[config.mk]
export PLATFORM = sky130hd
export DESIGN_NAME = dla_spawn_map
export DESIGN_NICKNAME = d
export VERILOG_FILES = /design/src/sv/dla_pkg.sv /design/src/sv/dla_spawn_map.sv
export SDC_FILE = /design/constraint.sdc
export NUM_CORES = 1
export LEC_CHECK = 0
export BUFFER_PORTS_ARGS = -buffer_cell sky130_fd_sc_hd__buf_2
export CORE_MARGIN = 8
export CORE_UTILIZATION = 45
export CTS_BUF_LIST = sky130_fd_sc_hd__clkbuf_8
export DETAILED_ROUTE_END_ITERATION = 16
export SLEW_MARGIN = 30
export SYNTH_ARGS = -nofsm -noshare
export SYNTH_HDL_FRONTEND = slang
export SYNTH_SLANG_ARGS = --single-unit
[constraint.sdc]
create_clock -name clk -period 16.9 [get_ports clk]
set_input_delay 2.535 -clock clk [delete_from_list [all_inputs] [get_ports clk]]
set_output_delay 2.535 -clock clk [all_outputs]
set_load 0.02 [all_outputs]
[src/sv/dla_pkg.sv]
// Shared types, grid constants and helper functions for the DLA walker block.
package dla_pkg;

  // Grid geometry
  localparam int GRID_COLS = 600;
  localparam int GRID_ROWS = 400;
  localparam int COL_W     = $clog2(GRID_COLS);
  localparam int ROW_W     = $clog2(GRID_ROWS);
  localparam int CELL_W    = $clog2(GRID_COLS * GRID_ROWS);
  localparam int SPAN_X    = GRID_COLS - 1;
  localparam int SPAN_Y    = GRID_ROWS - 1;
  localparam int PERIM     = 2 * (SPAN_X + SPAN_Y);
  localparam int SEED_X    = GRID_COLS / 2;
  localparam int SEED_Y    = GRID_ROWS / 2;

  // Port field widths
  localparam int IDX_W      = 18;
  localparam int RAND_W     = 32;
  localparam int STEP_W     = 16;
  localparam int CFG_IDX_W  = 1;
  localparam int CFG_DATA_W = 16;

  localparam logic [STEP_W-1:0] MAX_STEPS_RESET = 16'd10000;

  // Constant-modulus reduction: byte residues summed, then reciprocal multiply
  localparam int MOD_W   = $clog2(PERIM + 1);
  localparam int VSUM_W  = MOD_W + 10;
  localparam int SHIFT   = VSUM_W + MOD_W;
  localparam int RECIP_W = SHIFT;

  localparam logic [63:0] RECIP_X = ((64'd1 << SHIFT) / SPAN_X) + 64'd1;
  localparam logic [63:0] RECIP_Y = ((64'd1 << SHIFT) / SPAN_Y) + 64'd1;
  localparam logic [63:0] RECIP_P = ((64'd1 << SHIFT) / PERIM) + 64'd1;

  localparam int WX1 = 256 % SPAN_X;
  localparam int WX2 = 65536 % SPAN_X;
  localparam int WX3 = 16777216 % SPAN_X;
  localparam int WY1 = 256 % SPAN_Y;
  localparam int WY2 = 65536 % SPAN_Y;
  localparam int WY3 = 16777216 % SPAN_Y;
  localparam int WP1 = 256 % PERIM;
  localparam int WP2 = 65536 % PERIM;
  localparam int WP3 = 16777216 % PERIM;

  // Result queue
  localparam int RES_DEPTH = 4;
  localparam int RES_PTR_W = $clog2(RES_DEPTH);
  localparam int RES_CNT_W = $clog2(RES_DEPTH + 1);

  typedef enum logic {
    CMD_SPAWN = 1'b0,
    CMD_STEP  = 1'b1
  } cmd_t;

  // Step direction; the same coding picks the border side of a spawn
  typedef enum logic [1:0] {
    DIR_UP    = 2'd0,
    DIR_RIGHT = 2'd1,
    DIR_DOWN  = 2'd2,
    DIR_LEFT  = 2'd3
  } dir_t;

  typedef enum logic [2:0] {
    EV_SPAWN   = 3'd0,
    EV_MOVE    = 3'd1,
    EV_STUCK   = 3'd2,
    EV_ESCAPE  = 3'd3,
    EV_TIMEOUT = 3'd4
  } event_t;

  typedef enum logic [CFG_IDX_W-1:0] {
    REG_SPAWN_MODE = 1'b0,
    REG_MAX_STEPS  = 1'b1
  } cfg_reg_t;

  typedef enum logic [1:0] {
    MOD_X     = 2'd0,
    MOD_Y     = 2'd1,
    MOD_PERIM = 2'd2
  } mod_sel_t;

  typedef enum logic [2:0] {
    ST_IDLE,
    ST_RD_MID,
    ST_RD_DOWN,
    ST_DECIDE,
    ST_TIMEOUT,
    ST_SPAWN
  } ctl_state_t;

  typedef struct packed {
    event_t           ev;
    logic             dest_valid;
    logic [IDX_W-1:0] dest_index;
    logic [IDX_W-1:0] src_index;
    logic             last;
  } res_t;

  typedef struct packed {
    logic                 en;
    logic                 we;
    logic [ROW_W-1:0]     addr;
    logic [GRID_COLS-1:0] wdata;
  } mem_req_t;

  typedef struct packed {
    logic [COL_W-1:0]  x;
    logic [ROW_W-1:0]  y;
    logic [CELL_W-1:0] idx;
  } spawn_pos_t;

  typedef struct packed {
    logic [MOD_W-1:0] w1;
    logic [MOD_W-1:0] w2;
    logic [MOD_W-1:0] w3;
  } weights_t;

  function automatic logic [MOD_W-1:0] mod_value(input mod_sel_t sel);
    unique case (sel)
      MOD_X:   return MOD_W'(SPAN_X);
      MOD_Y:   return MOD_W'(SPAN_Y);
      default: return MOD_W'(PERIM);
    endcase
  endfunction

  function automatic logic [RECIP_W-1:0] mod_recip(input mod_sel_t sel);
    unique case (sel)
      MOD_X:   return RECIP_W'(RECIP_X);
      MOD_Y:   return RECIP_W'(RECIP_Y);
      default: return RECIP_W'(RECIP_P);
    endcase
  endfunction

  // Residues of 2^8, 2^16 and 2^24 for the chosen modulus
  function automatic weights_t byte_weights(input mod_sel_t sel);
    weights_t w;
    unique case (sel)
      MOD_X:   w = '{w1: MOD_W'(WX1), w2: MOD_W'(WX2), w3: MOD_W'(WX3)};
      MOD_Y:   w = '{w1: MOD_W'(WY1), w2: MOD_W'(WY2), w3: MOD_W'(WY3)};
      default: w = '{w1: MOD_W'(WP1), w2: MOD_W'(WP2), w3: MOD_W'(WP3)};
    endcase
    return w;
  endfunction

endpackage

[src/sv/dla_spawn_map.sv]
// Spawn position pipeline: constant-modulus reduction of a random word and border mapping.
module dla_spawn_map (
  input  logic                       clk,
  input  logic                       rst,
  input  logic                       start,
  input  logic                       mode,
  input  logic [dla_pkg::RAND_W-1:0] ra,
  input  logic [dla_pkg::RAND_W-1:0] rb,
  output logic                       done,
  output dla_pkg::spawn_pos_t        pos
);

  localparam int MW = dla_pkg::MOD_W;
  localparam int VW = dla_pkg::VSUM_W;
  localparam int RW = dla_pkg::RECIP_W;

  logic [4:0] vld;

  // stage 0 (combinational from the request)
  logic [dla_pkg::RAND_W-1:0] word;
  dla_pkg::dir_t              side0;
  dla_pkg::mod_sel_t          sel0;
  dla_pkg::weights_t          wts;
  logic [VW-1:0]              vsum0;

  // stage registers
  logic [VW-1:0]          v1, v2;
  dla_pkg::mod_sel_t      sel1, sel2;
  dla_pkg::dir_t          side1, side2, side3;
  logic                   mode1, mode2, mode3;
  logic [VW-1:0]          q2;
  logic [MW-1:0]          r3;
  logic [dla_pkg::COL_W-1:0] x4;
  logic [dla_pkg::ROW_W-1:0] y4;

  logic [VW+RW-1:0]       prod1;
  logic [VW+MW-1:0]       qm2;
  logic [VW-1:0]          rem2;
  logic [dla_pkg::COL_W-1:0] x3c;
  logic [dla_pkg::ROW_W-1:0] y3c;

  // Select word and modulus, sum byte residues
  always_comb begin
    side0 = dla_pkg::dir_t'(ra[1:0]);
    if (mode) begin
      word = ra;
      sel0 = dla_pkg::MOD_PERIM;
    end else begin
      word = rb;
      sel0 = (side0 == dla_pkg::DIR_UP || side0 == dla_pkg::DIR_DOWN) ?
             dla_pkg::MOD_X : dla_pkg::MOD_Y;
    end
    wts   = dla_pkg::byte_weights(sel0);
    vsum0 = VW'(word[7:0])
          + VW'(word[15:8])  * VW'(wts.w1)
          + VW'(word[23:16]) * VW'(wts.w2)
          + VW'(word[31:24]) * VW'(wts.w3);
  end

  // Quotient by reciprocal multiply, then remainder
  assign prod1 = {{RW{1'b0}}, v1} * {{VW{1'b0}}, dla_pkg::mod_recip(sel1)};
  assign qm2   = {{MW{1'b0}}, q2} * {{VW{1'b0}}, dla_pkg::mod_value(sel2)};
  assign rem2  = v2 - VW'(qm2);

  // Map the remainder onto the border
  always_comb begin
    x3c = '0;
    y3c = '0;
    if (!mode3) begin
      unique case (side3)
        dla_pkg::DIR_UP: begin
          x3c = dla_pkg::COL_W'(r3 + MW'(1));
          y3c = '0;
        end
        dla_pkg::DIR_RIGHT: begin
          x3c = dla_pkg::COL_W'(dla_pkg::SPAN_X);
          y3c = dla_pkg::ROW_W'(r3 + MW'(1));
        end
        dla_pkg::DIR_DOWN: begin
          x3c = dla_pkg::COL_W'(r3);
          y3c = dla_pkg::ROW_W'(dla_pkg::SPAN_Y);
        end
        default: begin
          x3c = '0;
          y3c = dla_pkg::ROW_W'(r3);
        end
      endcase
    end else if (r3 < MW'(dla_pkg::SPAN_X)) begin
      x3c = dla_pkg::COL_W'(r3 + MW'(1));
      y3c = '0;
    end else if (r3 < MW'(dla_pkg::SPAN_X + dla_pkg::SPAN_Y)) begin
      x3c = dla_pkg::COL_W'(dla_pkg::SPAN_X);
      y3c = dla_pkg::ROW_W'(r3 - MW'(dla_pkg::SPAN_X) + MW'(1));
    end else if (r3 < MW'(2 * dla_pkg::SPAN_X + dla_pkg::SPAN_Y)) begin
      x3c = dla_pkg::COL_W'(r3 - MW'(dla_pkg::SPAN_X + dla_pkg::SPAN_Y));
      y3c = dla_pkg::ROW_W'(dla_pkg::SPAN_Y);
    end else begin
      x3c = '0;
      y3c = dla_pkg::ROW_W'(r3 - MW'(2 * dla_pkg::SPAN_X + dla_pkg::SPAN_Y));
    end
  end

  // Stage valids
  always_ff @(posedge clk) begin
    if (rst) begin
      vld <= '0;
    end else begin
      vld <= {vld[3:0], start};
    end
  end

  // Stage payload
  always_ff @(posedge clk) begin
    v1    <= vsum0;
    sel1  <= sel0;
    side1 <= side0;
    mode1 <= mode;

    q2    <= prod1[dla_pkg::SHIFT +: VW];
    v2    <= v1;
    sel2  <= sel1;
    side2 <= side1;
    mode2 <= mode1;

    r3    <= MW'(rem2);
    side3 <= side2;
    mode3 <= mode2;

    x4    <= x3c;
    y4    <= y3c;

    pos.x   <= x4;
    pos.y   <= y4;
    pos.idx <= dla_pkg::CELL_W'(dla_pkg::CELL_W'(y4) * dla_pkg::CELL_W'(dla_pkg::GRID_COLS))
             + dla_pkg::CELL_W'(x4);
  end

  assign done = vld[4];

endmodule

== Word level (Yosys, flattened, before mapping) ==
Cells that the tools add are included.
W data, S select, Z words.

* Add/subtract/negate cells: 10
* $lt $le $gt $ge: 3
* Muxes and demuxes: 16
* Multipliers: 6
* Equal/unequal tests: 6
* Reduce and logical (&&, ||, !) cells: 6

{| class="wikitable"
|+ Operators with widths
! cell !! number
|-
| $pmux W24 S2 || 1
|-
| $mul A21 B24 Y45 || 1
|-
| $pmux W22 S2 || 1
|-
| $mux W10 || 4
|-
| $mul A8 B11 Y19 || 2
|-
| $mux W9 || 4
|-
| $mux W32 || 1
|-
| $pmux W10 S3 || 1
|-
| $pmux W9 S3 || 1
|-
| $lt A11 B10 Y1 const B || 2
|-
| $pmux W11 S2 || 1
|-
| $add A20 B19 Y21 || 1
|-
| $add A21 B19 Y21 || 1
|-
| $mul A21 B11 Y11 || 1
|-
| $add A8 B19 Y20 || 1
|-
| $mul A8 B11 Y19 const B || 1
|-
| $add A18 B10 Y18 || 1
|-
| $mul A9 B7 Y15 const B || 1
|-
| $lt A11 B11 Y1 const B || 1
|-
| $sub A11 B11 Y11 || 1
|-
| $add A10 B1 Y10 const B || 1
|-
| $logic_not A2 Y1 || 5
|-
| $sub A10 B10 Y10 const B || 1
|-
| $add A9 B1 Y9 const B || 1
|-
| other kinds (7) || 11
|}

* Bits of input ports: 68
* Register bits: 138
* Output and inout port bits: 38
* Word-level logic and storage cells: 65

== Depth between registers and ports, before layout ==
* Depth in word-level cells: 9
* Mapped depth: 27
* Mapped depth without buffers: 25

== Worst setup path after synthesis ==
OpenSTA, ideal clock, no wires.

* Kind: in2reg
* From: input port mode
* To: register v1[17]
* Path slack: 8.349 ns
* Data arrival time: 8.479 ns
* Stages: 21
* Path buffers: 2
* Data required time: 16.828 ns
* Path through: clkbuf_1 clkbuf_1 nand2_1 inv_1 nor2_1 fa_1 fa_1 inv_1 fa_1 fa_1 fa_1 fa_1 inv_1 fa_1 inv_1 ha_1 or4_1 o221a_2 a31oi_1 nor2b_1 xnor2_1

* Word-level cells in the longest chain between the ends: 6

{| class="wikitable"
|+ RTL lines
! item !! line !! RTL
|-
| from (decl) || dla_spawn_map.sv:6 || <nowiki>input logic mode,</nowiki>
|-
| branches (longest 5 deep; another with $add A20 B19 Y21) || - ||
|-
| $add A21 B19 Y21 (*) || dla_spawn_map.sv:57 || <nowiki>+ VW'(word[31:24]) * VW'(wts.w3);</nowiki>
|-
| net vsum0[17] || dla_spawn_map.sv:24 || <nowiki>logic [VW-1:0] vsum0;</nowiki>
|-
| to (signal assigned) || dla_spawn_map.sv:114 || <nowiki>v1 <= vsum0;</nowiki>
|-
| to (decl) || dla_spawn_map.sv:27 || <nowiki>logic [VW-1:0] v1, v2;</nowiki>
|}

Mark *: on every way through the listed nets, which the timed path passes.
A chain may end at the register's enable or synchronous reset.

== Worst setup path in the final report ==
* From: input port mode
* To: register v1[19]

Same word-level chain as after synthesis.

==> reports/summary.txt <==
===============================================================================================
Worst hold path startpoint .......................................................        x4[1]
Dpl hpwl .........................................................................     54300 µm
Post-CTS repair timing setup buffer count ........................................            0
Fraction of final layout cells with drive strength greater than 1 ................        6.84%
Area share of the largest cell type after synthesis ..............................        36.7%
Worst-case clock skew ............................................................    0.0207 ns
Critical path endpoint category ..................................................     register
CTS-repair resized insts .........................................................            0
Tot GR Track Use .................................................................        20.8%
Cell types with the largest area share after synthesis ........................... fa_1 (37%), ha_1 (21%), inv_1 (11%)
Min-delay worst type .............................................................   reg -> reg
Nets in the synthesized netlist ..................................................         3531
I/O Buffers ......................................................................          105
Number of setup violations in the final report ...................................            0
Most common cell after layout, fill and taps aside ...............................        inv_1
Boundary Pins ....................................................................          106
Number of H-tree levels ..........................................................            4
Total detailed-routing wirelength ................................................     61900 µm
Clock latency at the later pin of the worst-skew pair ............................      0.53 ns
Critical Path RT .................................................................     17.32 ns
Remaining antenna violation count ................................................            0
Maximum number of pins on one net before global-route repair .....................           57
Maximum fanout encountered on the critical timing path ...........................           43
Placeable core region ............................................................    54700 µm²
Hold Vio Cnt, Final ..............................................................            0
Seq/Total Area, Yosys ............................................................        9.96%
Cts hold-fix bufs ................................................................            0
Slew headroom ....................................................................        39.1%
Syn. warnings ....................................................................            0
Status ........................................................................... complete, no violations
Initial Util .....................................................................        45.2%
Reg2Reg Launch Point .............................................................        mode1
DR iter-0 viols ..................................................................          796
Setup repair after global routing missed its margin ..............................        false
Die footprint ....................................................................    62700 µm²
Period utilization ...............................................................        54.2%
Launch point of the worst path ...................................................         mode
Prevailing post-synth register cell ..............................................      dfxtp_1
Maximum buffer depth of the clock tree ...........................................            2
Vias in the first global route ...................................................        19200
FF-to-FF path depth ..............................................................           22
Pre-antenna DRT Iters ............................................................            8
Cell count after synthesis .......................................................         2598
Routed vias ......................................................................        17100
Dpl cells ........................................................................         3362
Endpoint of the lowest-slack register-to-register path ...........................        q2[8]
Share of flip-flops with an asynchronous set or reset after synthesis ............           0%
Arr. time, crit path .............................................................      9.57 ns
Final global-route overflow total ................................................            0
Per-cell via count in the routed design ..........................................         5.04
Sink count of the clock tree .....................................................          123
Number of buffers created by CTS .................................................           17
Top achievable clock speed .......................................................      109 MHz
Mean routed wirelength per cell ..................................................      18.2 µm
Worst hold slack across all endpoints ............................................     0.327 ns
Count of standard-cell rows ......................................................           86
DRC viols ........................................................................            0
Clock input transition at the sequential cells of the worst setup and hold paths .      0.09 ns
Startpoint kind of the worst setup timing path ...................................   input port
R2r setup slk ....................................................................      8.74 ns
Number of unique standard cell types used by synthesis ...........................           74
Most frequent cells in the layout ................................................ inv_1 (714), fa_1 (453), ha_1 (412), dfxtp_1 (121), nand2_1 (114)
Max-cap check violation count ....................................................            0
Clock period minus worst slack ...................................................      9.15 ns
Number of register bits inferred by synthesis ....................................          123
Final-stage net count ............................................................         3610
Layout overhead on the synthesized area ..........................................        6.77%
Die Height .......................................................................       250 µm
Non-filler instance count after layout ...........................................         3395
Wire length of the first global-routing pass .....................................    103000 µm
Final Slew Violations ............................................................            0
Clock root cell ..................................................................     clkbuf_8
Width of the chip ................................................................       250 µm
Synthesized area .................................................................    24700 µm²
Leading area contributor after synthesis .........................................         fa_1
Type of the setup path with the least slack ......................................    in -> reg
Last weighted congestion value of the routability-driven placer ..................        0.894
Sum of negative setup slack ......................................................         0 ns
Critical path capture point ......................................................       v1[19]
CTS tree .........................................................................          yes
Initial antenna violation count ..................................................            1
Post-synth EDFFs .................................................................            0
Transition time at the pin with the least slew margin ............................     0.912 ns
Synthesized area per cell ........................................................     9.51 µm²
===============================================================================================
## cells in the mapped netlist (6+ instances only)
master and n:
clkbuf_1 45, o21ai_0 27, o21bai_1 8, nand2_1 114
or2_1 17, xnor2_1 67, xor2_1 24, ha_1 412
dfxtp_1 123, o211ai_1 6, a221oi_1 8, fa_1 453
nor3_1 21, nand3_1 18, o21ai_1 27, a31oi_1 7
inv_2 13, a21o_1 26, nand2b_1 33, nor2b_1 39
o311ai_1 6, or3_1 9, a21oi_1 83, and2_1 53
o21a_1 13, nor2_1 100, inv_1 714, a211oi_1 7
mux2_2 13, nand4_1 9, o22ai_1 10
## final cells by class
type / instances / area [µm²]
Inverter: 727 / 2730
Fill cell: 5231 / 28300
Antenna cell: 1 / 2.50
Multi-Input combinational cell: 1696 / 19300
Clock inverter: 14 / 174
Clock buffer: 18 / 248
Tap cell: 704 / 881
Sequential cell: 123 / 2460
Timing Repair Buffer: 112 / 578
## state kept, by name, indices dropped and copies added (netlist names), 2 cells and up
signal,cells
side1,2
q2,11
v1,21
v2,11
y4,9
vld,5
pos,34
side2,2
x4,10
side3,2
r3,11
## layer usage
metal  vias up  global-route usage (%)  wire length (µm)
met2       372                    36.2             30300
met3       107                    2.88              2370
met1      8441                    26.4             27100
met5         -                       0                 0
li1       8177                       -                 -
met4         0                    7.32              2120
## how the worst min path moves through the flow
stage / endpoint / slack, ns / cells past startpoint
6_report: pos[1] / 0.33 / 0
5_1_grt: side2[1] / 0.34 / 0
4_1_cts: side3[0] / 0.33 / 0
3_5_place_dp: side2[1] / 0.31 / 0
3_3_place_gp: side2[1] / 0.31 / 0
2_1_floorplan: pos[0] / 0.31 / 0
## critical path, cell delays in order
cell     delay (ns)
buf_2          0.63
nor2_1         0.39
and2_1         0.36
or2_1          0.28
fa_1           0.52
fa_1           0.56
inv_1          0.06
fa_1           0.56
fa_1           0.45
fa_1           0.55
inv_1          0.05
fa_1           0.50
fa_1           0.49
ha_1           0.26
or4_1          0.48
o221a_2        0.34
a31oi_1        0.27
a21oi_1        0.13
xor2_1         0.15
## stage by stage
step                      setup slack [ns]  instance area [µm²]  utilization (%)
after global routing                  7.35                26400             48.3
after global placement                7.32                26000             47.5
after CTS                             7.78                26400             48.3
after floorplan                       8.35                24700                -
after detailed placement              7.20                26000             47.5
final                                 7.75                26400             48.3
## cells by family after synthesis
family                   share of synthesized area [%]
flip-flops                                        9.96
XOR/XNOR                                          3.23
AND/OR/NAND/NOR                                   8.82
buffers and inverters                             11.9
multiplexers                                     0.754
AO/OA/AOI/OAI                                     7.75
adder cells (fa/ha/maj)                           57.6
other                                           0.0152
Power is left out: the tool's default activity adds up to more than one toggle a clock period on the data nets, which glitch-free logic cannot reach.
