File: config.mk
export PLATFORM = sky130hd
export DESIGN_NAME = dla_res_fifo
export DESIGN_NICKNAME = d
export VERILOG_FILES = /design/src/sv/dla_pkg.sv /design/src/sv/dla_res_fifo.sv
export SDC_FILE = /design/constraint.sdc
export NUM_CORES = 1
export LEC_CHECK = 0
export BUFFER_PORTS_ARGS = -buffer_cell sky130_fd_sc_hd__buf_2
export CAP_MARGIN = 25
export CORE_MARGIN = 4
export CORE_UTILIZATION = 56
export DETAILED_ROUTE_END_ITERATION = 12
export PLACE_DENSITY = 0.75
export SYNTH_ARGS = -nofsm -noshare
export SYNTH_HDL_FRONTEND = slang
export SYNTH_SLANG_ARGS = --single-unit
File: constraint.sdc
create_clock -name clk -period 2.6 [get_ports clk]
set_input_delay 0.26 -clock clk [delete_from_list [all_inputs] [get_ports clk]]
set_output_delay 0.26 -clock clk [all_outputs]
set_load 0.02 [all_outputs]
File: src/sv/dla_pkg.sv
// Shared types, grid constants and helper functions for the DLA walker block.
package dla_pkg;

  // Grid geometry
  localparam int GRID_COLS = 600;
  localparam int GRID_ROWS = 400;
  localparam int COL_W     = $clog2(GRID_COLS);
  localparam int ROW_W     = $clog2(GRID_ROWS);
  localparam int CELL_W    = $clog2(GRID_COLS * GRID_ROWS);
  localparam int SPAN_X    = GRID_COLS - 1;
  localparam int SPAN_Y    = GRID_ROWS - 1;
  localparam int PERIM     = 2 * (SPAN_X + SPAN_Y);
  localparam int SEED_X    = GRID_COLS / 2;
  localparam int SEED_Y    = GRID_ROWS / 2;

  // Port field widths
  localparam int IDX_W      = 18;
  localparam int RAND_W     = 32;
  localparam int STEP_W     = 16;
  localparam int CFG_IDX_W  = 1;
  localparam int CFG_DATA_W = 16;

  localparam logic [STEP_W-1:0] MAX_STEPS_RESET = 16'd10000;

  // Constant-modulus reduction: byte residues summed, then reciprocal multiply
  localparam int MOD_W   = $clog2(PERIM + 1);
  localparam int VSUM_W  = MOD_W + 10;
  localparam int SHIFT   = VSUM_W + MOD_W;
  localparam int RECIP_W = SHIFT;

  localparam logic [63:0] RECIP_X = ((64'd1 << SHIFT) / SPAN_X) + 64'd1;
  localparam logic [63:0] RECIP_Y = ((64'd1 << SHIFT) / SPAN_Y) + 64'd1;
  localparam logic [63:0] RECIP_P = ((64'd1 << SHIFT) / PERIM) + 64'd1;

  localparam int WX1 = 256 % SPAN_X;
  localparam int WX2 = 65536 % SPAN_X;
  localparam int WX3 = 16777216 % SPAN_X;
  localparam int WY1 = 256 % SPAN_Y;
  localparam int WY2 = 65536 % SPAN_Y;
  localparam int WY3 = 16777216 % SPAN_Y;
  localparam int WP1 = 256 % PERIM;
  localparam int WP2 = 65536 % PERIM;
  localparam int WP3 = 16777216 % PERIM;

  // Result queue
  localparam int RES_DEPTH = 4;
  localparam int RES_PTR_W = $clog2(RES_DEPTH);
  localparam int RES_CNT_W = $clog2(RES_DEPTH + 1);

  typedef enum logic {
    CMD_SPAWN = 1'b0,
    CMD_STEP  = 1'b1
  } cmd_t;

  // Step direction; the same coding picks the border side of a spawn
  typedef enum logic [1:0] {
    DIR_UP    = 2'd0,
    DIR_RIGHT = 2'd1,
    DIR_DOWN  = 2'd2,
    DIR_LEFT  = 2'd3
  } dir_t;

  typedef enum logic [2:0] {
    EV_SPAWN   = 3'd0,
    EV_MOVE    = 3'd1,
    EV_STUCK   = 3'd2,
    EV_ESCAPE  = 3'd3,
    EV_TIMEOUT = 3'd4
  } event_t;

  typedef enum logic [CFG_IDX_W-1:0] {
    REG_SPAWN_MODE = 1'b0,
    REG_MAX_STEPS  = 1'b1
  } cfg_reg_t;

  typedef enum logic [1:0] {
    MOD_X     = 2'd0,
    MOD_Y     = 2'd1,
    MOD_PERIM = 2'd2
  } mod_sel_t;

  typedef enum logic [2:0] {
    ST_IDLE,
    ST_RD_MID,
    ST_RD_DOWN,
    ST_DECIDE,
    ST_TIMEOUT,
    ST_SPAWN
  } ctl_state_t;

  typedef struct packed {
    event_t           ev;
    logic             dest_valid;
    logic [IDX_W-1:0] dest_index;
    logic [IDX_W-1:0] src_index;
    logic             last;
  } res_t;

  typedef struct packed {
    logic                 en;
    logic                 we;
    logic [ROW_W-1:0]     addr;
    logic [GRID_COLS-1:0] wdata;
  } mem_req_t;

  typedef struct packed {
    logic [COL_W-1:0]  x;
    logic [ROW_W-1:0]  y;
    logic [CELL_W-1:0] idx;
  } spawn_pos_t;

  typedef struct packed {
    logic [MOD_W-1:0] w1;
    logic [MOD_W-1:0] w2;
    logic [MOD_W-1:0] w3;
  } weights_t;

  function automatic logic [MOD_W-1:0] mod_value(input mod_sel_t sel);
    unique case (sel)
      MOD_X:   return MOD_W'(SPAN_X);
      MOD_Y:   return MOD_W'(SPAN_Y);
      default: return MOD_W'(PERIM);
    endcase
  endfunction

  function automatic logic [RECIP_W-1:0] mod_recip(input mod_sel_t sel);
    unique case (sel)
      MOD_X:   return RECIP_W'(RECIP_X);
      MOD_Y:   return RECIP_W'(RECIP_Y);
      default: return RECIP_W'(RECIP_P);
    endcase
  endfunction

  // Residues of 2^8, 2^16 and 2^24 for the chosen modulus
  function automatic weights_t byte_weights(input mod_sel_t sel);
    weights_t w;
    unique case (sel)
      MOD_X:   w = '{w1: MOD_W'(WX1), w2: MOD_W'(WX2), w3: MOD_W'(WX3)};
      MOD_Y:   w = '{w1: MOD_W'(WY1), w2: MOD_W'(WY2), w3: MOD_W'(WY3)};
      default: w = '{w1: MOD_W'(WP1), w2: MOD_W'(WP2), w3: MOD_W'(WP3)};
    endcase
    return w;
  endfunction

endpackage

File: src/sv/dla_res_fifo.sv
// Result queue between the walker controller and the result channel.
module dla_res_fifo (
  input  logic                          clk,
  input  logic                          rst,
  input  logic                          push,
  input  dla_pkg::res_t                 push_data,
  input  logic                          pop_ready,
  output dla_pkg::res_t                 head,
  output logic                          head_valid,
  output logic [dla_pkg::RES_CNT_W-1:0] count
);

  dla_pkg::res_t slots [dla_pkg::RES_DEPTH];

  logic [dla_pkg::RES_PTR_W-1:0] wr_ptr;
  logic [dla_pkg::RES_PTR_W-1:0] rd_ptr;
  logic                          pop;

  assign head_valid = (count != '0);
  assign head       = slots[rd_ptr];
  assign pop        = head_valid && pop_ready;

  // Pointers and fill count
  always_ff @(posedge clk) begin
    if (rst) begin
      wr_ptr <= '0;
      rd_ptr <= '0;
      count  <= '0;
    end else begin
      if (push) begin
        wr_ptr <= wr_ptr + 1'b1;
      end
      if (pop) begin
        rd_ptr <= rd_ptr + 1'b1;
      end
      if (push && !pop) begin
        count <= count + 1'b1;
      end else if (pop && !push) begin
        count <= count - 1'b1;
      end
    end
  end

  always_ff @(posedge clk) begin
    if (push) begin
      slots[wr_ptr] <= push_data;
    end
  end

endmodule

* Word level (Yosys, flattened, before mapping)
Memory sizes are Yosys's and may differ from the RTL's. A register that Yosys moved wholly into a read port is not among the register bits.
Index checks and enable logic that the tools add are counted.
** Cells by class
- Reductions and logical operators :: 7
- Muxes and demuxes :: 6
- Add/sub/neg operators :: 4
** Operator list (number)
- 3-bit 2-to-1 mux :: 2
- 2-bit by 1-bit adder with 2-bit output (second input constant) :: 2
- 2-bit 2-to-1 mux :: 2
- 3-bit by 1-bit adder with 3-bit output (second input constant) :: 1
- 1-bit logical AND :: 3
- 3-bit nonzero test :: 1
- 3-bit by 1-bit subtractor with 3-bit output (second input constant) :: 1
- 1-bit zero test :: 2
- 1-bit 2-to-1 mux :: 2
- 2-bit nonzero test :: 1
** Storage, ports and cells
- Flip-flop bits (word level) :: 7
- Memory bits (writable) :: 164
- Memories :: 1
- Input bits :: 45
- Logic and storage cells :: 21
** Memories
- slots :: depth 4, bits a word 41, rd ports 1, clocked after memory_dff 1, write ports 1, line dla_res_fifo.sv:13 : dla_pkg::res_t slots [dla_pkg::RES_DEPTH];

* Logic depth before layout (Yosys ltp)
Gate-level depths: netlist (run 1).
- Word-level depth :: 5
- Mapped depth :: 7
- Gate-level depth less buffers :: 7

* Worst setup path before layout (run 1)
Ideal clock, no wire load.
- Path kind :: register -> register
- From :: reg count[0] (netlist name)
- To :: reg count[2] (netlist name)
- Setup slack :: 529 ps
- Arrival time :: 2001 ps
- Required time :: 2530 ps
- Cell stages (with the launch flop) :: 8
- Path through :: dfxtp_1 o31ai_1 ha_1 inv_1 fa_1 xor2_1 or3_1 a21oi_1
** Between the ends
- Longest elaborated chain between the ends :: 5
- Elaborated cells on any way between the ends :: 10
** Ends and longest elaborated chain
- start: declaration :: line dla_res_fifo.sv:10 : output logic [dla_pkg::RES_CNT_W-1:0] count
- start signal: assignment :: line dla_res_fifo.sv:37 : count <= count + 1'b1;
- start signal: assignment :: line dla_res_fifo.sv:39 : count <= count - 1'b1;
- parallel branches: the longest is 5 deep, another holds 3-bit by 1-bit subtractor with 3-bit output
Several ways; the timed one is not identified. The select of a mux whose other input is x is not followed.
A chain may end at the register's enable or synchronous reset.

* Worst setup path after layout (run 1)
Ends and elaborated chain as after synthesis.

==> results_dict.tcl, run 1 <==
set metrics [dict create \
    crit_type "reg -> reg" \
    drt-total-wl_um 11000 \
    fp-row-count 38 \
    grt_pass1_wl_um 16900 \
    grt_max_degree 30 \
    port_buffers 89 \
    cp_num_buf_inv 1 \
    cts_made_buffers 17 \
    drive_above_1_share_pct 47.0 \
    grt_pass1_vias 3084 \
    dpl-instance-area_um2 7030 \
    internal_power_w 0.00546 \
    vias_per_cell 5.64 \
    critPathCapture "count[2]" \
    yosysWarningCount 0 \
    cts_buffer_depth 2 \
    grt.overflow.total 0 \
    synth_area_um2 6400 \
    wl_met3_um 680 \
    dp_cells 489 \
    critPathLaunch "count[0]" \
    rsz0062_at_grt "no" \
    seq_power_share_pct 44.8 \
    clkTransAtPathRegs_ns 0.07 \
    final.setup.worst_slack_ns 0.346 \
    gp_congestion 0.701 \
    place_ws_ns 0.353 \
    p_per_area_nw_per_um2 987 \
    min_path_type "in -> reg" \
    wl_met1_um 4530 \
    core_um2 11000 \
    seq_area_frac_synth_pct 79.8 \
    setup_viol 0 \
    cap_violations 0 \
    fin_nets 419 \
    irDropWorstVdd_mv 0.504 \
    ff2ff_setup_slack_ns 0.35 \
    antenna_left 0 \
    drt-initial-drc-count 150 \
    clockRootBuffer "clkbuf_16" \
    start_util_pct 58.0 \
    path_depth 7 \
    cts_sinks 173 \
    area_growth_pct 19.2 \
    worstMarginPinSlew_ns 0.516 \
    drc 0 \
    top_layer_used "met4" \
    num_antenna_cells 0 \
    setup.worst_path.end_class "flip-flop" \
    met2_length_um 5660 \
    clock_skew_ns 0.00923 \
    fin_tns_setup_ns 0 \
    cp_cell_sequence "o31ai_1 -> ha_1 -> inv_1 -> fa_1 -> xor2_1 -> or3_1 -> a21oi_1" \
    p_leak_nw 2.64 \
    dp_hpwl_um 6920 \
    clk-insertion-delay-late_ns 0.41 \
    postCtsResizedCells 0 \
    slowest_delay_ns 0.45 \
    yosys.cell_types.count 22 \
    reg2reg_from "count[0]" \
    htree_levels 4 \
    period_minus_slack_ns 2.25 \
    avgSynthCellArea_um2 24.8 \
    arrival_ns 2.59 \
    p_comb_share_pct 22.0 \
    crit_family "adder cells" \
    synth_fp_nets 309 \
    synth_cells 258 \
    drt-pass1-iter-count 5 \
    startpoint_type "flip-flop" \
    status "completed" \
    fp.dieArea_um2 13200 \
    vias 2941 \
    switching_power_w 0.00207 \
    regArea_um2 5110 \
    reg2reg_to "count[2]" \
    synth-seq-cells 173 \
    die_h_um 115 \
    final_cell_mix "edfxtp_1 (164), buf_2 (89), mux4_2 (40)" \
    finalHoldViolCount 0 \
    antenna_found_initial 0 \
    crit_slowest_cell "o31ai_1" \
    multi_input_area_um2 1170 \
    ioPinCount 90 \
    fin_cells 521 \
    worstPathMaxFanout 6 \
    pwr-share-clk_pct 33.1 \
    wl_per_cell_um 21.1 \
    power.share.switching_pct 27.5 \
    grt.total_usage_pct 17.8 \
    final_common_cell "edfxtp_1" \
    fmax_mhz 444 \
    postCtsSetupBuffers 0 \
    timing.final.crit_share_pct 86.7 \
    fillerInstances 700 \
    fin_area_um2 7630 \
    slew_violations 0 \
    worst_r2r_path_depth 7 \
    die_width_um 115 \
    cp.required_ns 2.94 \
    relSlewSlack_pct 65.6 \
    postCtsHoldBufs 0 \
    cts_tree "yes" \
]
==> power groups by stage <==
stage	logic [W]	clock network [W]	registers, W
6_report	0.00166	0.00249	0.00338
5_1_grt	0.00179	0.00267	0.00341
4_1_cts	0.00169	0.00254	0.00338
3_5_place_dp	0.00168	0	0.00344
3_3_place_gp	0.00166	0	0.00343
2_1_floorplan	0.00134	0	0.00335
==> worst register-to-register path, stage by stage, from the launching register on <==
cell,delay (ns)
dfxtp_1,0.38
o31ai_1,0.45
ha_1,0.27
inv_1,0.06
fa_1,0.37
xor2_1,0.18
or3_1,0.32
a21oi_1,0.15
==> state kept, by name (all words and copies together), names as in the netlist, named ones only <==
name and flops:
count 3, rd_ptr 2, slots 164, wr_ptr 2
==> per-stage QoR <==
step                      utilization [%]  hold WS, ns  total power [W]
after detailed placement             63.8        0.481          0.00512
after global routing                 69.2       0.0370          0.00786
after global placement               63.8        0.472          0.00509
after floorplan                         -        0.359          0.00469
after CTS                            69.2       0.0403          0.00762
final                                69.2       0.0562          0.00753
==> worst min-delay path by stage <==
stage / from / to / cells after the start / slack [ns]
after global routing: push_data[0] / slots[2][0] / 1 / 0.04
after CTS: push_data[0] / slots[3][0] / 1 / 0.04
after detailed placement: push_data[4] / slots[3][4] / 1 / 0.48
final: push_data[0] / slots[3][0] / 1 / 0.06
after floorplan: push_data[0] / slots[0][0] / 0 / 0.36
after global placement: push_data[4] / slots[1][4] / 1 / 0.47
==> per-layer routing <==
layer / up-vias / track usage [%]
met5: - / 0
met4: 0 / 6.10
met3: 15 / 5.16
met2: 117 / 29.1
met1: 1502 / 23.4
li1: 1307 / -
==> cells in the mapped netlist <==
cell type,instances,area [um2]
ha_1,5,62.6
mux2i_1,2,20.0
o21ai_0,1,5.00
xnor2_1,1,8.76
fa_1,1,20.0
and2_1,4,25.0
or3_1,2,12.5
buf_1,1,3.75
nor2_1,7,26.3
o311ai_0,1,8.76
inv_1,3,11.3
mux4_2,40,901
buf_12,4,80.1
o31ai_1,1,7.51
clkbuf_1,1,3.75
buf_6,1,11.3
mux4_1,1,26.3
buf_2,4,20.0
edfxtp_1,164,4920
dfxtp_1,9,180
a21oi_1,1,5.00
xor2_1,4,35.0
==> cell families (layout without fill, tap and decap cells) <==
group,Yosys count,count (layout),share of synthesized area (%)
buffers and inverters,14,137,2.03
adder cells (fa/ha/maj),6,6,1.29
multiplexers,43,43,14.8
AO/OA/AOI/OAI,4,4,0.411
XOR/XNOR,5,5,0.684
flip-flops,173,173,79.8
AND/OR/NAND/NOR,13,13,0.997
==> cell type report <==
cell class	count	area share [%]
sequential	173	67.0
multi-input combinational	71	15.3
clock inverter	13	2.00
timing repair buffer	102	7.45
inverter	3	0.148
clock buffer	19	5.81
tap	140	2.30
Note: power is estimated with default switching activity, not from simulation.
==> inputs of run 2 (changes only) <==
Settings changed: BUFFER_PORTS_ARGS -buffer_cell sky130_fd_sc_hd__buf_2 to -buffer_cell sky130_fd_sc_hd__buf_4, CORE_ASPECT_RATIO set to 2, CORE_UTILIZATION 56 to 28, PLACE_DENSITY 0.75 to 0.42.
==> run 2 against run 1 <==
Against the previous run:
- global-route usage shrank 7.0 points
- die area grew 93%
- fmax rose by 0.42%
- worst hold slack got worse by 0.020 ns
- clock power is essentially flat
- count of clock-buffer cells in the layout down 1
- final area rose by 5.4%
- setup slack better by 0.0095 ns
- critical path type is now reg -> out
- highest routed layer unchanged
==> results_dict.tcl, run 2 (synthesis results as in run 1) <==
set metrics [dict create \
    status "completed" \
    dp_hpwl_um 8060 \
    fin_cells 657 \
    p_comb_share_pct 24.4 \
    dpl-instance-area_um2 7460 \
    final_common_cell "edfxtp_1" \
    drt-pass1-iter-count 4 \
    area_growth_pct 25.6 \
    ioPinCount 90 \
    fin_area_um2 8040 \
    top_register "slots" \
    clk-insertion-delay-late_ns 0.42 \
    grt_pass1_vias 3327 \
    vias_per_cell 4.48 \
    largest_reg_flops 164 \
    rsz0062_at_grt "no" \
    cp.required_ns 2.34 \
    cap_violations 0 \
    drt-initial-drc-count 73 \
    wl_per_cell_um 19.6 \
    gp_congestion 0.685 \
    clockRootBuffer "clkbuf_16" \
    grt.overflow.total 0 \
    antenna_found_initial 0 \
    fp.dieArea_um2 25500 \
    slew_violations 0 \
    fin_nets 416 \
    grt_pass1_wl_um 19700 \
    die_width_um 115 \
    die_h_um 222 \
    grt_max_degree 42 \
    drt-total-wl_um 12900 \
    pwr-share-clk_pct 32.0 \
    antenna_left 0 \
    min_path_type "in -> reg" \
    fmax_mhz 446 \
    vias 2945 \
    cts_buffer_depth 2 \
    postCtsSetupBuffers 0 \
    postCtsResizedCells 0 \
    fillerInstances 2165 \
    dp_cells 626 \
    fp-row-count 78 \
    finalHoldViolCount 0 \
    p_per_area_nw_per_um2 966 \
    start_util_pct 28.3 \
    relSlewSlack_pct 63.4 \
    p_leak_nw 2.70 \
    setup_viol 0 \
    fin_tns_setup_ns 0 \
    worstMarginPinSlew_ns 0.549 \
    num_antenna_cells 0 \
    drc 0 \
    postCtsHoldBufs 0 \
    arrival_ns 1.98 \
    power.share.switching_pct 26.9 \
    internal_power_w 0.00568 \
    timing.final.crit_share_pct 86.3 \
    setup.worst_path.end_class "output pin" \
    port_buffers 89 \
    crit_type "reg -> out" \
    startpoint_type "flip-flop" \
    fin_util_pct 35.5 \
    cts_made_buffers 17 \
    drive_above_1_share_pct 45.6 \
    core_um2 22600 \
    final_cell_mix "edfxtp_1 (164), buf_4 (93), mux4_2 (40)" \
    grt.total_usage_pct 10.8 \
    htree_levels 4 \
    worstPathMaxFanout 17 \
    irDropWorstVdd_mv 0.484 \
    biggestRegsByFlops "slots: 164 flops, count: 3 flops" \
    switching_power_w 0.00209 \
    clock_skew_ns 0.00631 \
    cts_tree "yes" \
    seq_power_share_pct 43.5 \
    clkTransAtPathRegs_ns 0.06 \
    cts_sinks 173 \
    period_minus_slack_ns 2.24 \
]
[run 2: cell count changes in the layout (fill, tap and decap cells not counted), moves of 2 or more]
cell,previous run,this run
inv_6,6,0
buf_12,2,6
clkinv_1,0,3
buf_2,89,0
buf_4,11,93
clkinv_2,0,2
[run 2: stage by stage]
stage	setup slack (ns)	hold slack (ns)	power, W
finish	0.356	0.0359	0.00777
global route	0.196	0.00467	0.00814
CTS	0.249	0.00614	0.00793
detailed placement	0.483	0.464	0.00541
global placement	0.564	0.460	0.00539
floorplan	0.529	0.359	0.00469
[run 2: path summary, 6_finish.rpt]
| kind | from | to | slack (ns) | cells past startpoint |
|---|---|---|---|---|
| worst max-delay path | flip-flop | head[2] | 0.36 | 3 |
| worst min-delay path | push_data[14] | slots[2][14] | 0.04 | 1 |
| worst max register to register | count[0] | count[2] | 0.47 | 7 |
| worst min register to register | count[2] | count[2] | 0.54 | 2 |
[run 2: area by class of cell]
type                    count  area, um2  share of cell area (%)
clock inverters            13        150                    1.87
well taps                 280        350                    4.36
repair buffers             99        818                    10.2
multi-input cells          71       1170                    14.5
inverters                   3       11.3                   0.140
flip-flops and latches    173       5110                    63.6
clock buffers              18        429                    5.34
[run 2: routing by layer]
layer  share of wire, %  global-route usage [%]
met1                 37                    11.7
met2                 57                    18.8
met3                4.3                    3.96
met4                1.8                    4.09
met5                  0                       0
[run 2: critical path: stages, from the launching register on]
cell	delay [ns]
dfxtp_4	0.57
buf_4	0.28
mux4_2	0.54
buf_4	0.18
[run 2: power by group through the flow]
stage / logic, W / registers [W] / clock network, W
5_1_grt: 0.00203 / 0.00342 / 0.00269
3_3_place_gp: 0.00194 / 0.00344 / 0
2_1_floorplan: 0.00134 / 0.00335 / 0
3_5_place_dp: 0.00196 / 0.00346 / 0
6_report: 0.00190 / 0.00338 / 0.00249
4_1_cts: 0.00196 / 0.00340 / 0.00257
==> inputs of run 3 (changes only) <==
Settings changed: PLACE_DENSITY 0.42 to unset, PLACE_DENSITY_LB_ADDON set to 0.05.
==> run 3 against run 2 <==
Against the previous run:
- total power shrank 0.18%
- clock power is essentially flat
- first-iteration DRC count grew 45%
- global-route usage grew 0.18 points
- critical endpoint is now head[38]
==> results_dict.tcl, run 3 (synthesis results as in run 1) <==
set metrics [dict create \
    period_minus_slack_ns 2.24 \
    drc 0 \
    area_growth_pct 25.7 \
    p_leak_nw 2.69 \
    setup.worst_path.end_class "output pin" \
    grt.overflow.total 0 \
    die_h_um 222 \
    worstPathMaxFanout 15 \
    fin_nets 414 \
    fmax_mhz 447 \
    startpoint_type "flip-flop" \
    postCtsHoldBufs 0 \
    clk-insertion-delay-late_ns 0.42 \
    core_um2 22600 \
    clkTransAtPathRegs_ns 0.06 \
    grt_pass1_vias 3267 \
    grt_max_degree 42 \
    grt_pass1_wl_um 20100 \
    fp.dieArea_um2 25500 \
    cts_tree "yes" \
    vias 2880 \
    irDropWorstVdd_mv 0.501 \
    vias_per_cell 4.39 \
    ioPinCount 90 \
    timing.final.crit_share_pct 86.1 \
    num_antenna_cells 0 \
    largest_reg_flops 164 \
    arrival_ns 1.98 \
    p_per_area_nw_per_um2 964 \
    start_util_pct 28.3 \
    finalHoldViolCount 0 \
    cts_sinks 173 \
    fin_tns_setup_ns 0 \
    clock_skew_ns 0.00897 \
    worstMarginPinSlew_ns 0.418 \
    cts_made_buffers 17 \
    rsz0062_at_grt "no" \
    slew_violations 0 \
    grt.total_usage_pct 11.0 \
    antenna_found_initial 0 \
    postCtsResizedCells 0 \
    antenna_left 0 \
    min_path_type "in -> reg" \
    drt-initial-drc-count 106 \
    die_width_um 115 \
    dp_hpwl_um 7750 \
    hold_ws_ns 0.0332 \
    fin_cells 656 \
    htree_levels 4 \
    cp.required_ns 2.34 \
    final_common_cell "edfxtp_1" \
    drt-total-wl_um 13000 \
    fillerInstances 2166 \
    port_buffers 89 \
    setup_viol 0 \
    top_register "slots" \
    cts_buffer_depth 2 \
    postCtsSetupBuffers 0 \
    crit_type "reg -> out" \
    biggestRegsByFlops "slots: 164 flops, count: 3 flops" \
    relSlewSlack_pct 71.8 \
    dp_cells 624 \
    gp_congestion 0.665 \
    status "completed" \
    drive_above_1_share_pct 45.7 \
    final_cell_mix "edfxtp_1 (164), buf_4 (91), mux4_2 (40)" \
    clockRootBuffer "clkbuf_16" \
    fp-row-count 78 \
    cap_violations 0 \
    drt-pass1-iter-count 4 \
    wl_per_cell_um 19.8 \
]
[run 3: changes by cell type in the layout (fill, tap and decap cells not counted)]
cell	before	now
buf_4	93	91
clkbuf_16	17	20
bufinv_16	3	0
clkinv_1	3	0
clkbuf_1	1	3
clkinv_2	2	0
clkinvlp_4	4	5
clkbuf_8	0	3
[run 3: layout make-up]
class / count / area (um2) / area share [%]
Clock buffer: 26 / 553 / 6.88
Sequential cell: 173 / 5110 / 63.5
Inverter: 3 / 11.3 / 0.140
Timing Repair Buffer: 97 / 803 / 9.99
Tap cell: 280 / 350 / 4.36
Clock inverter: 6 / 46.3 / 0.576
Multi-Input combinational cell: 71 / 1170 / 14.5
[run 3: stage by stage]
stage               setup WS (ns)  utilization, %  total power (W)  cell area, um2
finish                      0.363            35.5          0.00775            8040
global route                0.226            35.5          0.00814            8040
CTS                         0.272            35.5          0.00792            8040
detailed placement          0.460            32.9          0.00541            7440
global placement            0.539            32.9          0.00540            7440
floorplan                   0.529               -          0.00469            6400
[run 3: path summary, 6_finish.rpt]
| kind | startpoint | endpoint | slack [ns] | depth (start not counted) |
|---|---|---|---|---|
| setup / recovery | flip-flop | head[38] | 0.36 | 3 |
| hold reg to reg | rd_ptr[0] | flip-flop | 0.54 | 2 |
| setup reg to reg | count[0] | count[2] | 0.46 | 7 |
| hold / removal | push_data[33] | slots[2][33] | 0.03 | 1 |
[run 3: report_power, final]
| part | internal, W | switching [W] | total (W) |
|---|---|---|---|
| clock | 0.00147 | 0.00101 | 0.00248 |
| combinational | 0.000963 | 0.000952 | 0.00192 |
| sequential | 0.00323 | 0.000133 | 0.00336 |
| total | 0.00566 | 0.00209 | 0.00775 |
[run 3: critical path, stage by stage (launching register included)]
cell and delay [ns]:
dfxtp_4 0.57, buf_12 0.23, mux4_1 0.56, buf_4 0.18
[run 3: routing by layer]
layer,global-route usage (%),up-vias,routed length (um)
li1,-,1288,-
met5,0,-,0
met1,11.8,1512,4880
met2,19.2,65,7190
met4,4.89,0,271
met3,3.69,15,639
